## src/rtl/core/charge_direction_controller_macros.svh

```systemverilog
// Assertion macros shared by the charge direction controller modules.
`ifndef CHARGE_DIRECTION_CONTROLLER_MACROS_SVH
`define CHARGE_DIRECTION_CONTROLLER_MACROS_SVH

`ifndef SYNTHESIS
// Checks a property on every rising edge while reset is released.
`define CDC_ASSERT(label, clk, rst_n, prop, msg) \
    label: assert property (@(posedge clk) disable iff (!rst_n) prop) else $error(msg);
// Checks that a condition never holds while reset is released.
`define CDC_ASSERT_NEVER(label, clk, rst_n, cond, msg) \
    label: assert property (@(posedge clk) disable iff (!rst_n) !(cond)) else $error(msg);
`else
`define CDC_ASSERT(label, clk, rst_n, prop, msg)
`define CDC_ASSERT_NEVER(label, clk, rst_n, cond, msg)
`endif

`endif

```

## src/rtl/core/cdc_pkg.sv

```systemverilog
package cdc_pkg;

    // Direction codes, also used for the sensed line.
    localparam logic [1:0] DIR_NONE = 2'd0;
    localparam logic [1:0] DIR_FWD  = 2'd1;
    localparam logic [1:0] DIR_BWD  = 2'd2;

    // Reported charge states.
    localparam logic [2:0] ST_FWD      = 3'd0;
    localparam logic [2:0] ST_BWD      = 3'd1;
    localparam logic [2:0] ST_AUTO_FWD = 3'd2;
    localparam logic [2:0] ST_AUTO_BWD = 3'd3;
    localparam logic [2:0] ST_MAN_FWD  = 3'd4;
    localparam logic [2:0] ST_MAN_BWD  = 3'd5;

    // Charge setting codes.
    localparam logic [2:0] SET_FWD    = 3'd0;
    localparam logic [2:0] SET_BWD    = 3'd1;
    localparam logic [2:0] SET_AUTO   = 3'd2;
    localparam logic [2:0] SET_MANUAL = 3'd3;
    localparam logic [2:0] SET_KEY    = 3'd4;

    // Configuration register indexes.
    localparam logic [2:0] CFG_CHARGE_SETTING   = 3'd0;
    localparam logic [2:0] CFG_AUTO_EXIT_IN     = 3'd1;
    localparam logic [2:0] CFG_AUTO_ENTER_IN    = 3'd2;
    localparam logic [2:0] CFG_INPUT_UNDERVOLT  = 3'd3;
    localparam logic [2:0] CFG_AUTO_ENTER_OUT   = 3'd4;
    localparam logic [2:0] CFG_ACC_FORWARD      = 3'd5;
    localparam logic [2:0] CFG_ACC_REVERSE      = 3'd6;
    localparam logic [2:0] CFG_REMOTE_REVERSE   = 3'd7;

    localparam logic [3:0] EXIT_DELAY_TICKS = 4'd10;

    typedef enum logic [2:0] {
        K_TICK,
        K_FIX_FWD,
        K_FIX_BWD,
        K_AUTO,
        K_MANUAL,
        K_HOLD
    } t_kind;

    // One classified request handed from the front to the back.
    typedef struct packed {
        t_kind      kind;
        logic       exit_hit;
        logic       enter_hit;
        logic [1:0] host;
        logic [1:0] acc_dir;
        logic       rev;
        logic       lock;
    } t_cmd;

endpackage

```

## src/rtl/core/cdc_front.sv

```systemverilog
module cdc_front (
    input  logic         i_clk,
    input  logic         i_rst_n,
    input  logic         i_cfg_we,
    input  logic [2:0]   i_cfg_index,
    input  logic [15:0]  i_cfg_data,
    input  logic         i_mode,
    input  logic [1:0]   i_host_direction,
    input  logic [15:0]  i_input_volt,
    input  logic [15:0]  i_output_volt,
    input  logic [15:0]  i_accessory_volt,
    input  logic [15:0]  i_remote_volt,
    input  logic         i_key_level,
    input  logic         i_timeout_lock,
    output cdc_pkg::t_cmd o_cmd
);
    import cdc_pkg::*;

    logic [2:0]  r_charge_setting;
    logic [15:0] r_auto_exit_in;
    logic [15:0] r_auto_enter_in;
    logic [15:0] r_input_undervolt;
    logic [15:0] r_auto_enter_out;
    logic [15:0] r_acc_forward;
    logic [15:0] r_acc_reverse;
    logic [15:0] r_remote_reverse;

    logic rev;

    always_ff @(posedge i_clk) begin
        if (!i_rst_n) begin
            r_charge_setting  <= SET_FWD;
            r_auto_exit_in    <= '0;
            r_auto_enter_in   <= '0;
            r_input_undervolt <= '0;
            r_auto_enter_out  <= '0;
            r_acc_forward     <= '0;
            r_acc_reverse     <= '0;
            r_remote_reverse  <= '0;
        end else if (i_cfg_we) begin
            case (i_cfg_index)
                CFG_CHARGE_SETTING:  r_charge_setting  <= i_cfg_data[2:0];
                CFG_AUTO_EXIT_IN:    r_auto_exit_in    <= i_cfg_data;
                CFG_AUTO_ENTER_IN:   r_auto_enter_in   <= i_cfg_data;
                CFG_INPUT_UNDERVOLT: r_input_undervolt <= i_cfg_data;
                CFG_AUTO_ENTER_OUT:  r_auto_enter_out  <= i_cfg_data;
                CFG_ACC_FORWARD:     r_acc_forward     <= i_cfg_data;
                CFG_ACC_REVERSE:     r_acc_reverse     <= i_cfg_data;
                CFG_REMOTE_REVERSE:  r_remote_reverse  <= i_cfg_data;
                default: begin
                end
            endcase
        end
    end

    assign rev = (i_accessory_volt < r_acc_reverse) && (i_remote_volt > r_remote_reverse);

    always_comb begin
        o_cmd.exit_hit  = i_input_volt > r_auto_exit_in;
        o_cmd.enter_hit = (i_input_volt < r_auto_enter_in) &&
                          (i_input_volt > r_input_undervolt) &&
                          (i_output_volt > r_auto_enter_out);
        o_cmd.host      = i_host_direction;
        o_cmd.rev       = rev;
        o_cmd.lock      = i_timeout_lock;
        // A forward accessory request wins over a reverse one.
        if (i_accessory_volt > r_acc_forward) begin
            o_cmd.acc_dir = DIR_FWD;
        end else if (rev) begin
            o_cmd.acc_dir = DIR_BWD;
        end else begin
            o_cmd.acc_dir = DIR_NONE;
        end

        if (i_mode) begin
            o_cmd.kind = K_TICK;
        end else begin
            case (r_charge_setting)
                SET_FWD:    o_cmd.kind = (i_host_direction == DIR_BWD) ? K_FIX_BWD : K_FIX_FWD;
                SET_BWD:    o_cmd.kind = (i_host_direction == DIR_FWD) ? K_FIX_FWD : K_FIX_BWD;
                SET_AUTO:   o_cmd.kind = K_AUTO;
                SET_MANUAL: o_cmd.kind = K_MANUAL;
                SET_KEY:    o_cmd.kind = i_key_level ? K_MANUAL : K_AUTO;
                default:    o_cmd.kind = K_HOLD;
            endcase
        end
    end

endmodule

```

## src/rtl/core/cdc_queue.sv

```systemverilog
`include "charge_direction_controller_macros.svh"

module cdc_queue (
    input  logic          i_clk,
    input  logic          i_rst_n,
    input  logic          i_push,
    input  cdc_pkg::t_cmd i_data,
    output logic          o_full,
    input  logic          i_pop,
    output logic          o_empty,
    output cdc_pkg::t_cmd o_data
);
    import cdc_pkg::*;

    t_cmd       r_mem [2];
    logic       r_wr_ptr;
    logic       r_rd_ptr;
    logic [1:0] r_count;

    logic push_ok;
    logic pop_ok;

    assign o_full  = (r_count == 2'd2);
    assign o_empty = (r_count == 2'd0);
    assign o_data  = r_mem[r_rd_ptr];
    assign push_ok = i_push && !o_full;
    assign pop_ok  = i_pop && !o_empty;

    always_ff @(posedge i_clk) begin
        if (push_ok) begin
            r_mem[r_wr_ptr] <= i_data;
        end
    end

    always_ff @(posedge i_clk) begin
        if (!i_rst_n) begin
            r_wr_ptr <= 1'b0;
            r_rd_ptr <= 1'b0;
            r_count  <= 2'd0;
        end else begin
            if (push_ok) begin
                r_wr_ptr <= ~r_wr_ptr;
            end
            if (pop_ok) begin
                r_rd_ptr <= ~r_rd_ptr;
            end
            case ({push_ok, pop_ok})
                2'b10:   r_count <= r_count + 2'd1;
                2'b01:   r_count <= r_count - 2'd1;
                default: r_count <= r_count;
            endcase
        end
    end

    `CDC_ASSERT_NEVER(a_count_range, i_clk, i_rst_n, r_count == 2'd3, "queue count out of range")
    `CDC_ASSERT(a_ptr_match, i_clk, i_rst_n, (r_count != 2'd1) |-> (r_wr_ptr == r_rd_ptr), "queue pointers disagree with count")

endmodule

```

## src/rtl/core/cdc_back.sv

```systemverilog
`include "charge_direction_controller_macros.svh"

module cdc_back (
    input  logic          i_clk,
    input  logic          i_rst_n,
    input  logic          i_empty,
    input  cdc_pkg::t_cmd i_cmd,
    output logic          o_pop,
    output logic          o_out_valid,
    input  logic          i_out_stall,
    output logic [2:0]    o_charge_state,
    output logic [1:0]    o_sense_select,
    output logic          o_write_valid,
    output logic [1:0]    o_write_direction,
    output logic          o_reverse_entered
);
    import cdc_pkg::*;

    logic       r_auto_flag, n_auto_flag;
    logic       r_mon, n_mon;
    logic [1:0] r_last_host, n_last_host;
    logic [1:0] r_last_acc, n_last_acc;
    logic       r_last_rev, n_last_rev;
    logic [1:0] r_act, n_act;
    logic [1:0] r_app, n_app;
    logic [3:0] r_edc, n_edc;
    logic [2:0] r_held_state, n_held_state;
    logic [1:0] r_held_sense, n_held_sense;
    logic       r_out_valid;
    logic       r_wr_valid, n_wr_valid;
    logic [1:0] r_wr_dir, n_wr_dir;
    logic       r_rev_pulse, n_rev_pulse;

    // The held state is the result payload; it only moves on a pop, which
    // never happens while a result is stalled.
    assign o_pop             = !i_empty && (!r_out_valid || !i_out_stall);
    assign o_out_valid       = r_out_valid;
    assign o_charge_state    = r_held_state;
    assign o_sense_select    = r_held_sense;
    assign o_write_valid     = r_wr_valid;
    assign o_write_direction = r_wr_dir;
    assign o_reverse_entered = r_rev_pulse;

    always_comb begin
        n_auto_flag  = r_auto_flag;
        n_mon        = r_mon;
        n_last_host  = r_last_host;
        n_last_acc   = r_last_acc;
        n_last_rev   = r_last_rev;
        n_act        = r_act;
        n_app        = r_app;
        n_edc        = r_edc;
        n_held_state = r_held_state;
        n_held_sense = r_held_sense;
        n_wr_valid   = 1'b0;
        n_wr_dir     = DIR_NONE;
        n_rev_pulse  = 1'b0;

        case (i_cmd.kind)
            K_TICK: begin
                if (r_app != DIR_BWD || r_act == DIR_BWD) begin
                    n_edc = 4'd0;
                end else if (r_edc == 4'd0) begin
                    n_edc = EXIT_DELAY_TICKS;
                end else begin
                    n_edc = r_edc - 4'd1;
                    if (r_edc == 4'd1) begin
                        n_app = DIR_FWD;
                    end
                end
            end
            K_FIX_FWD: begin
                n_held_state = ST_FWD;
                n_held_sense = DIR_FWD;
            end
            K_FIX_BWD: begin
                n_held_state = ST_BWD;
                n_held_sense = DIR_BWD;
            end
            K_AUTO: begin
                if (r_auto_flag) begin
                    if (i_cmd.exit_hit) begin
                        n_auto_flag = 1'b0;
                    end
                    n_held_state = ST_AUTO_BWD;
                    n_held_sense = DIR_BWD;
                end else begin
                    if (i_cmd.enter_hit) begin
                        n_auto_flag = 1'b1;
                    end
                    n_held_state = ST_AUTO_FWD;
                    n_held_sense = DIR_FWD;
                end
            end
            K_MANUAL: begin
                if (!r_mon) begin
                    // First manual evaluation seeds the change trackers.
                    n_mon       = 1'b1;
                    n_last_host = i_cmd.host;
                    n_last_acc  = i_cmd.acc_dir;
                    n_last_rev  = i_cmd.rev;
                    if (i_cmd.acc_dir != DIR_NONE) begin
                        n_wr_valid  = 1'b1;
                        n_wr_dir    = i_cmd.acc_dir;
                        n_last_host = i_cmd.acc_dir;
                        n_act       = i_cmd.acc_dir;
                        n_rev_pulse = (i_cmd.acc_dir == DIR_BWD);
                    end else if (i_cmd.host == DIR_FWD || i_cmd.host == DIR_BWD) begin
                        n_act = i_cmd.host;
                    end else begin
                        n_act = DIR_FWD;
                    end
                    n_app = n_act;
                end else begin
                    if (i_cmd.host != r_last_host) begin
                        n_last_host = i_cmd.host;
                        if (i_cmd.host == DIR_FWD || i_cmd.host == DIR_BWD) begin
                            n_act = i_cmd.host;
                        end else if (i_cmd.acc_dir != DIR_NONE) begin
                            n_act = i_cmd.acc_dir;
                        end else begin
                            n_act = DIR_FWD;
                        end
                    end
                    if (i_cmd.acc_dir != r_last_acc) begin
                        n_last_acc = i_cmd.acc_dir;
                        n_last_rev = i_cmd.rev;
                        if (i_cmd.acc_dir != DIR_NONE) begin
                            n_wr_valid  = 1'b1;
                            n_wr_dir    = i_cmd.acc_dir;
                            n_last_host = i_cmd.acc_dir;
                            n_act       = i_cmd.acc_dir;
                            n_rev_pulse = (i_cmd.acc_dir == DIR_BWD);
                        end else if (n_act == DIR_BWD) begin
                            n_wr_valid  = 1'b1;
                            n_wr_dir    = DIR_FWD;
                            n_last_host = DIR_FWD;
                            n_act       = DIR_FWD;
                        end
                    end else if (i_cmd.rev != r_last_rev) begin
                        n_last_rev = i_cmd.rev;
                        if (i_cmd.rev) begin
                            n_wr_valid  = 1'b1;
                            n_wr_dir    = DIR_BWD;
                            n_last_host = DIR_BWD;
                            n_act       = DIR_BWD;
                            n_rev_pulse = 1'b1;
                        end else if (n_act == DIR_BWD) begin
                            n_wr_valid  = 1'b1;
                            n_wr_dir    = DIR_FWD;
                            n_last_host = DIR_FWD;
                            n_act       = DIR_FWD;
                        end
                    end
                end

                if (i_cmd.lock && i_cmd.rev) begin
                    n_app        = DIR_FWD;
                    n_edc        = 4'd0;
                    n_held_state = ST_MAN_FWD;
                    n_held_sense = DIR_FWD;
                end else begin
                    if (n_act == DIR_BWD) begin
                        n_app = DIR_BWD;
                        n_edc = 4'd0;
                    end else if (n_app != DIR_BWD) begin
                        n_app = DIR_FWD;
                    end
                    if (n_app == DIR_BWD) begin
                        n_held_state = ST_MAN_BWD;
                        n_held_sense = DIR_BWD;
                    end else begin
                        n_held_state = ST_MAN_FWD;
                        n_held_sense = DIR_FWD;
                    end
                end
            end
            default: begin
            end
        endcase
    end

    always_ff @(posedge i_clk) begin
        if (!i_rst_n) begin
            r_auto_flag  <= 1'b0;
            r_mon        <= 1'b0;
            r_last_host  <= DIR_NONE;
            r_last_acc   <= DIR_NONE;
            r_last_rev   <= 1'b0;
            r_act        <= DIR_NONE;
            r_app        <= DIR_NONE;
            r_edc        <= 4'd0;
            r_held_state <= ST_FWD;
            r_held_sense <= DIR_NONE;
            r_out_valid  <= 1'b0;
            r_wr_valid   <= 1'b0;
            r_wr_dir     <= DIR_NONE;
            r_rev_pulse  <= 1'b0;
        end else begin
            if (o_pop) begin
                r_auto_flag  <= n_auto_flag;
                r_mon        <= n_mon;
                r_last_host  <= n_last_host;
                r_last_acc   <= n_last_acc;
                r_last_rev   <= n_last_rev;
                r_act        <= n_act;
                r_app        <= n_app;
                r_edc        <= n_edc;
                r_held_state <= n_held_state;
                r_held_sense <= n_held_sense;
                r_wr_valid   <= n_wr_valid;
                r_wr_dir     <= n_wr_dir;
                r_rev_pulse  <= n_rev_pulse;
                r_out_valid  <= 1'b1;
            end else if (!i_out_stall) begin
                r_out_valid  <= 1'b0;
            end
        end
    end

    `CDC_ASSERT(a_pulse_has_write, i_clk, i_rst_n, r_rev_pulse |-> (r_wr_valid && r_wr_dir == DIR_BWD), "reverse pulse without backward write-back")
    `CDC_ASSERT(a_write_dir_zero, i_clk, i_rst_n, !r_wr_valid |-> (r_wr_dir == DIR_NONE), "write direction set without write-back")
    `CDC_ASSERT(a_delay_in_bwd, i_clk, i_rst_n, (r_edc != 4'd0) |-> (r_app == DIR_BWD), "exit delay running outside backward")

endmodule

```

## src/rtl/core/charge_direction_controller.sv

```systemverilog
// A request accepted into the queue is popped by the back end, which registers
// its result onto the result port. Throughput: one request per cycle while the
// output is not stalled; the back end updates all direction state on each pop.
// A two-entry queue between classification and execution absorbs a stalled output.
// Reset (synchronous, active low) clears configuration to zero, empties the
// queue and returns the reported state to forward with the idle sense line.
module charge_direction_controller (
    input  logic        i_clk,
    input  logic        i_rst_n,
    input  logic        i_cfg_we,
    input  logic [2:0]  i_cfg_index,
    input  logic [15:0] i_cfg_data,
    input  logic        i_in_valid,
    output logic        o_in_stall,
    input  logic        i_mode,
    input  logic [1:0]  i_host_direction,
    input  logic [15:0] i_input_volt,
    input  logic [15:0] i_output_volt,
    input  logic [15:0] i_accessory_volt,
    input  logic [15:0] i_remote_volt,
    input  logic        i_key_level,
    input  logic        i_timeout_lock,
    output logic        o_out_valid,
    input  logic        i_out_stall,
    output logic [2:0]  o_charge_state,
    output logic [1:0]  o_sense_select,
    output logic        o_write_valid,
    output logic [1:0]  o_write_direction,
    output logic        o_reverse_entered
);
    import cdc_pkg::*;

    t_cmd front_cmd;
    t_cmd queue_cmd;
    logic queue_full;
    logic queue_empty;
    logic queue_pop;

    assign o_in_stall = queue_full;

    cdc_front u_front (
        .i_clk            (i_clk),
        .i_rst_n          (i_rst_n),
        .i_cfg_we         (i_cfg_we),
        .i_cfg_index      (i_cfg_index),
        .i_cfg_data       (i_cfg_data),
        .i_mode           (i_mode),
        .i_host_direction (i_host_direction),
        .i_input_volt     (i_input_volt),
        .i_output_volt    (i_output_volt),
        .i_accessory_volt (i_accessory_volt),
        .i_remote_volt    (i_remote_volt),
        .i_key_level      (i_key_level),
        .i_timeout_lock   (i_timeout_lock),
        .o_cmd            (front_cmd)
    );

    cdc_queue u_queue (
        .i_clk   (i_clk),
        .i_rst_n (i_rst_n),
        .i_push  (i_in_valid),
        .i_data  (front_cmd),
        .o_full  (queue_full),
        .i_pop   (queue_pop),
        .o_empty (queue_empty),
        .o_data  (queue_cmd)
    );

    cdc_back u_back (
        .i_clk             (i_clk),
        .i_rst_n           (i_rst_n),
        .i_empty           (queue_empty),
        .i_cmd             (queue_cmd),
        .o_pop             (queue_pop),
        .o_out_valid       (o_out_valid),
        .i_out_stall       (i_out_stall),
        .o_charge_state    (o_charge_state),
        .o_sense_select    (o_sense_select),
        .o_write_valid     (o_write_valid),
        .o_write_direction (o_write_direction),
        .o_reverse_entered (o_reverse_entered)
    );

endmodule
```

## config.mk

```make
export PLATFORM = sky130hd
export DESIGN_NAME = charge_direction_controller
export DESIGN_NICKNAME = d
export VERILOG_FILES = /design/src/rtl/core/cdc_pkg.sv /design/src/rtl/core/cdc_front.sv /design/src/rtl/core/cdc_queue.sv /design/src/rtl/core/cdc_back.sv /design/src/rtl/core/charge_direction_controller.sv
export VERILOG_INCLUDE_DIRS = /design/src /design/src/rtl/core
export SDC_FILE = /design/constraint.sdc
export NUM_CORES = 1
export LEC_CHECK = 0
export BUFFER_PORTS_ARGS = -buffer_cell sky130_fd_sc_hd__buf_4
export CORE_MARGIN = 2
export CORE_UTILIZATION = 51
export CTS_BUF_LIST = sky130_fd_sc_hd__clkbuf_4
export DETAILED_ROUTE_END_ITERATION = 12
export PLACE_DENSITY = 0.68
export RECOVER_POWER = 25
export SLEW_MARGIN = 20
export SYNTH_ARGS = -nofsm -noshare
export SYNTH_HDL_FRONTEND = slang
export SYNTH_SLANG_ARGS = --single-unit
```

## constraint.sdc

```tcl
create_clock -name i_clk -period 3.5 [get_ports i_clk]
set_clock_uncertainty 0.1 [all_clocks]
set_input_delay 0.7 -clock i_clk [delete_from_list [all_inputs] [get_ports i_clk]]
set_output_delay 0.7 -clock i_clk [all_outputs]
set_load 0.01 [all_outputs]
```

==> impl_metrics.yaml <==
timing:
  setup_total_negative_slack_ns: 0
  timing.final.max_slew_violations: 58
  timing.final.setup_violations: 0
  fin_crit_ns: 3.28
  max_freq_mhz: 305
  max_slew.worst_pin.slew_ns: 2.27
  report.final.hold_viol_count: 0
  share_of_the_clock_period_used_by_the_worst_path: 0.937
  slew_margin_rel: -0.512
  rsz0062_at_grt: "false"
  worst_hold_slack_ns: 0.242
global_route:
  grt_use_total: 0.256
  grt_pass1_vias: 7974
  grt_start_max_net_pins: 58
  overflow: 0
  grt_first_pass_wirelength_mm: 40.7
  antenna_violations_before_repair: 1
setup_path:
  worst_ep_arrival_time_ns: 3.67
  worst_ep_required_time_ns: 3.89
  cp_cell_sequence: "mux2i_1 -> clkinv_2 -> ha_1 -> nor3b_1 -> a32o_1 -> or4_1 -> a21oi_2 -> nor2_1 -> a311o_1 -> o22ai_1"
  end_kind: "register"
  worst_path_max_stage_delay_ns: 0.54
  critPathMaxFanout: 7
  cp_slowest_cell: "sky130_fd_sc_hd__or4_1"
  setup.worst_path.start_class: "register"
  path_class: "reg -> reg"
yosys:
  number_of_synthesized_flops_with_an_enable_pin: 22
  seq_area_frac_synth: 0.362
  synth_top_family_by_area: "compound AO/OA/AOI/OAI gates"
  synth_area_per_cell_sq_um: 8.22
  synthSimpleGateAreaFrac: 0.190
  synth-compound-area-share: 0.205
  yosys-mux-area-fraction: 0.0219
  synth_adder_area_share: 0.148
  yosysUniqueCellTypes: 60
  ys_flop_type: "sky130_fd_sc_hd__dfxtp_1"
  asyncSetResetFlopFracSynth: 0
  synthesis.area_sq_mm: 0.00979
  yosys_warnings: 0
  postSynthRegisterBits: 166
  synth_fp_nets: 1400
  synth_xor_area_frac: 0.00703
  synthesis.instances: 1191
cts:
  cts.reportedPaths.clkPinSlew_ns: 0.15
  h-tree-depth: 4
  clk-insertion-delay-late_ns: 0.56
  cts_tree: "built"
  cts_num_sinks: 166
  max-clock-path-buffers: 2
  cts_buffers: 17
  cts_root_buffer: "sky130_fd_sc_hd__clkbuf_4"
  post_cts_setup_buffer_count: 0
worst_hold_path:
  holdCritPathClass: "in -> reg"
  holdCritStartpoint: "i_timeout_lock"
floorplanning:
  start_util: 0.521
  ios: 104
  rows: 50
  dieWidth_microns: 143
  core_area_sq_mm: 0.0188
  fp.dieH_microns: 143
  die_area_sq_mm: 0.0203
power:
  leakage_nw: 4.19
  peakVddDrop_v: 0.000240
  p_per_area_mw_per_mm2: 432
route:
  via_count: 8258
  detail_route.wirelength_mm: 25.3
  antenna_violating_nets_post_route: 0
  route.detailed.vias_per_inst: 5.37
  dr.pass1.iters: 4
  route.detailed.wl_per_inst_microns: 16.4
  detail_route.iter0.violations: 389
  remaining_drc_errors: 0
flow_run:
  cap_violations: 1
final_layout:
  layout-drive-gt1-share: 0.126
  flow.area_growth_from_synthesis_pct: 13.5
  fill_cells: 1795
  nNetsFinal: 1498
placed_design:
  input_output_buffers: 103
  dp.final_hpwl_mm: 19.0
  place_congestion: 0.869
outcome:
  violated_checks: "max-capacitance violations, max-slew violations"
  run_status: "finished with violations"
[layout by cell type, fill, tap and decap left out, types with 27 or more instances in the layout]
master,count
sky130_fd_sc_hd__nand2_1,258
sky130_fd_sc_hd__dfxtp_1,144
sky130_fd_sc_hd__inv_1,122
sky130_fd_sc_hd__a21boi_0,120
sky130_fd_sc_hd__ha_1,116
sky130_fd_sc_hd__buf_4,115
sky130_fd_sc_hd__nor2_1,49
sky130_fd_sc_hd__a21oi_1,47
sky130_fd_sc_hd__o21ai_0,36
sky130_fd_sc_hd__a21o_1,36
sky130_fd_sc_hd__nand4_1,27
[per-stage QoR]
| stage | instances | cell area (sq um) | setup slack [ns] | util | total power (W) |
|---|---|---|---|---|---|
| after detailed placement | 1504 | 10800 | 0.260 | 0.576 | 0.00363 |
| after global placement | 1504 | 10800 | 0.259 | 0.576 | 0.00361 |
| after CTS | 1536 | 11100 | 0.237 | 0.592 | 0.00483 |
| final | 1537 | 11100 | 0.219 | 0.592 | 0.00480 |
| after global routing | 1537 | 11100 | 0.00736 | 0.592 | 0.00508 |
| after floorplan | 1191 | 9790 | 0.438 | - | 0.00313 |
[state kept, by name, indices dropped and copies added, names as in the netlist, 2 cells and up, named ones only]
name                       count
u_front.r_charge_setting       3
u_front.r_input_undervolt     16
u_back.r_app                   2
u_back.o_write_direction       2
u_queue.r_count                2
u_back.r_last_host             2
u_back.r_last_acc              2
u_back.r_act                   2
u_front.r_auto_exit_in        16
u_front.r_acc_forward         16
u_front.r_remote_reverse      16
u_back.o_charge_state          3
u_front.r_auto_enter_out      16
u_front.r_acc_reverse         16
u_front.r_auto_enter_in       16
u_queue.r_mem                 22
u_back.r_edc                   4
[power by group]
part	internal, W	switching (W)	leakage (nW)	total (W)
Combinational	0.000618	0.000849	2.65	0.00147
Sequential	0.00206	0.0000728	1.37	0.00213
Clock	0.000445	0.000759	0.163	0.00120
[cell usage after synthesis (5+ instances only)]
| master | count | area share |
|---|---|---|
| sky130_fd_sc_hd__mux2i_1 | 14 | 0.014 |
| sky130_fd_sc_hd__edfxtp_1 | 22 | 0.068 |
| sky130_fd_sc_hd__a21o_1 | 36 | 0.028 |
| sky130_fd_sc_hd__o31ai_1 | 5 | 0.0038 |
| sky130_fd_sc_hd__a21boi_0 | 120 | 0.092 |
| sky130_fd_sc_hd__o22ai_1 | 5 | 0.0032 |
| sky130_fd_sc_hd__nor2b_1 | 20 | 0.013 |
| sky130_fd_sc_hd__a211oi_1 | 6 | 0.0046 |
| sky130_fd_sc_hd__o21a_1 | 11 | 0.0084 |
| sky130_fd_sc_hd__nand3_1 | 14 | 0.0072 |
| sky130_fd_sc_hd__and2_1 | 8 | 0.0051 |
| sky130_fd_sc_hd__o21ai_0 | 36 | 0.018 |
| sky130_fd_sc_hd__clkbuf_1 | 37 | 0.014 |
| sky130_fd_sc_hd__a21oi_1 | 47 | 0.024 |
| sky130_fd_sc_hd__xnor2_1 | 6 | 0.0054 |
| sky130_fd_sc_hd__nand4_1 | 27 | 0.017 |
| sky130_fd_sc_hd__nor3_1 | 14 | 0.0072 |
| sky130_fd_sc_hd__ha_1 | 116 | 0.15 |
| sky130_fd_sc_hd__nand2b_1 | 12 | 0.0077 |
| sky130_fd_sc_hd__nand2_1 | 258 | 0.099 |
| sky130_fd_sc_hd__nor2_1 | 49 | 0.019 |
| sky130_fd_sc_hd__inv_1 | 122 | 0.047 |
| sky130_fd_sc_hd__dfxtp_1 | 144 | 0.29 |
[worst max-delay path, delay by kind of cell, from the launching register on]
kind            cells  cell delay, ns
compound gates      4            1.01
simple gates        3            0.81
flops               1            0.37
fa+ha+maj           1            0.37
mux                 1            0.34
buf+inv             1            0.20
[area by class of cell]
cell class,instances,area (sq um),share of cell area
diodes,1,2.50,0.000225
clock buffers,17,128,0.0115
clock inverters,15,170,0.0153
inverters,123,463,0.0417
multi-input cells,859,5610,0.505
flip-flops and latches,166,3540,0.319
well taps,234,293,0.0264
repair buffers,122,897,0.0808
[per-layer routing]
| metal | up-vias | wire length (microns) | global-route usage |
|---|---|---|---|
| met2 | 137 | 12000 | 0.439 |
| met4 | 0 | 490 | 0.0651 |
| met5 | - | 0 | 0 |
| met3 | 31 | 902 | 0.0474 |
| met1 | 3836 | 11800 | 0.331 |
| li1 | 4254 | - | - |
[cells by family after synthesis]
kind of cell	after synthesis
and+or+nand+nor	423
AOI/OAI and AO/OA	293
buffers and inverters	166
DFF	166
adders and majority gates	116
muxes	20
xor gates and xnor gates	7
[path summary, 6_finish.rpt]
check / cells after the start / slack [ns] / end
max: 10 / 0.22 / u_back.r_app[1]$_SDFFE_PN0P_
min: 1 / 0.24 / u_queue.r_mem[1][0]$_DFFE_PP_
max reg2reg: 10 / 0.22 / u_back.r_app[1]$_SDFFE_PN0P_
min reg2reg: 2 / 0.37 / u_front.r_auto_exit_in[12]$_SDFFE_PN0P_
[timing repair]
action / in CTS / in global routing
hold endpoints to repair: 0 / 0
resized for setup: 0 / 1
hold buffers: 0 / 0
endpoints found under the setup margin: 0 / 2
No activity file was read; power rests on OpenSTA's default activity.
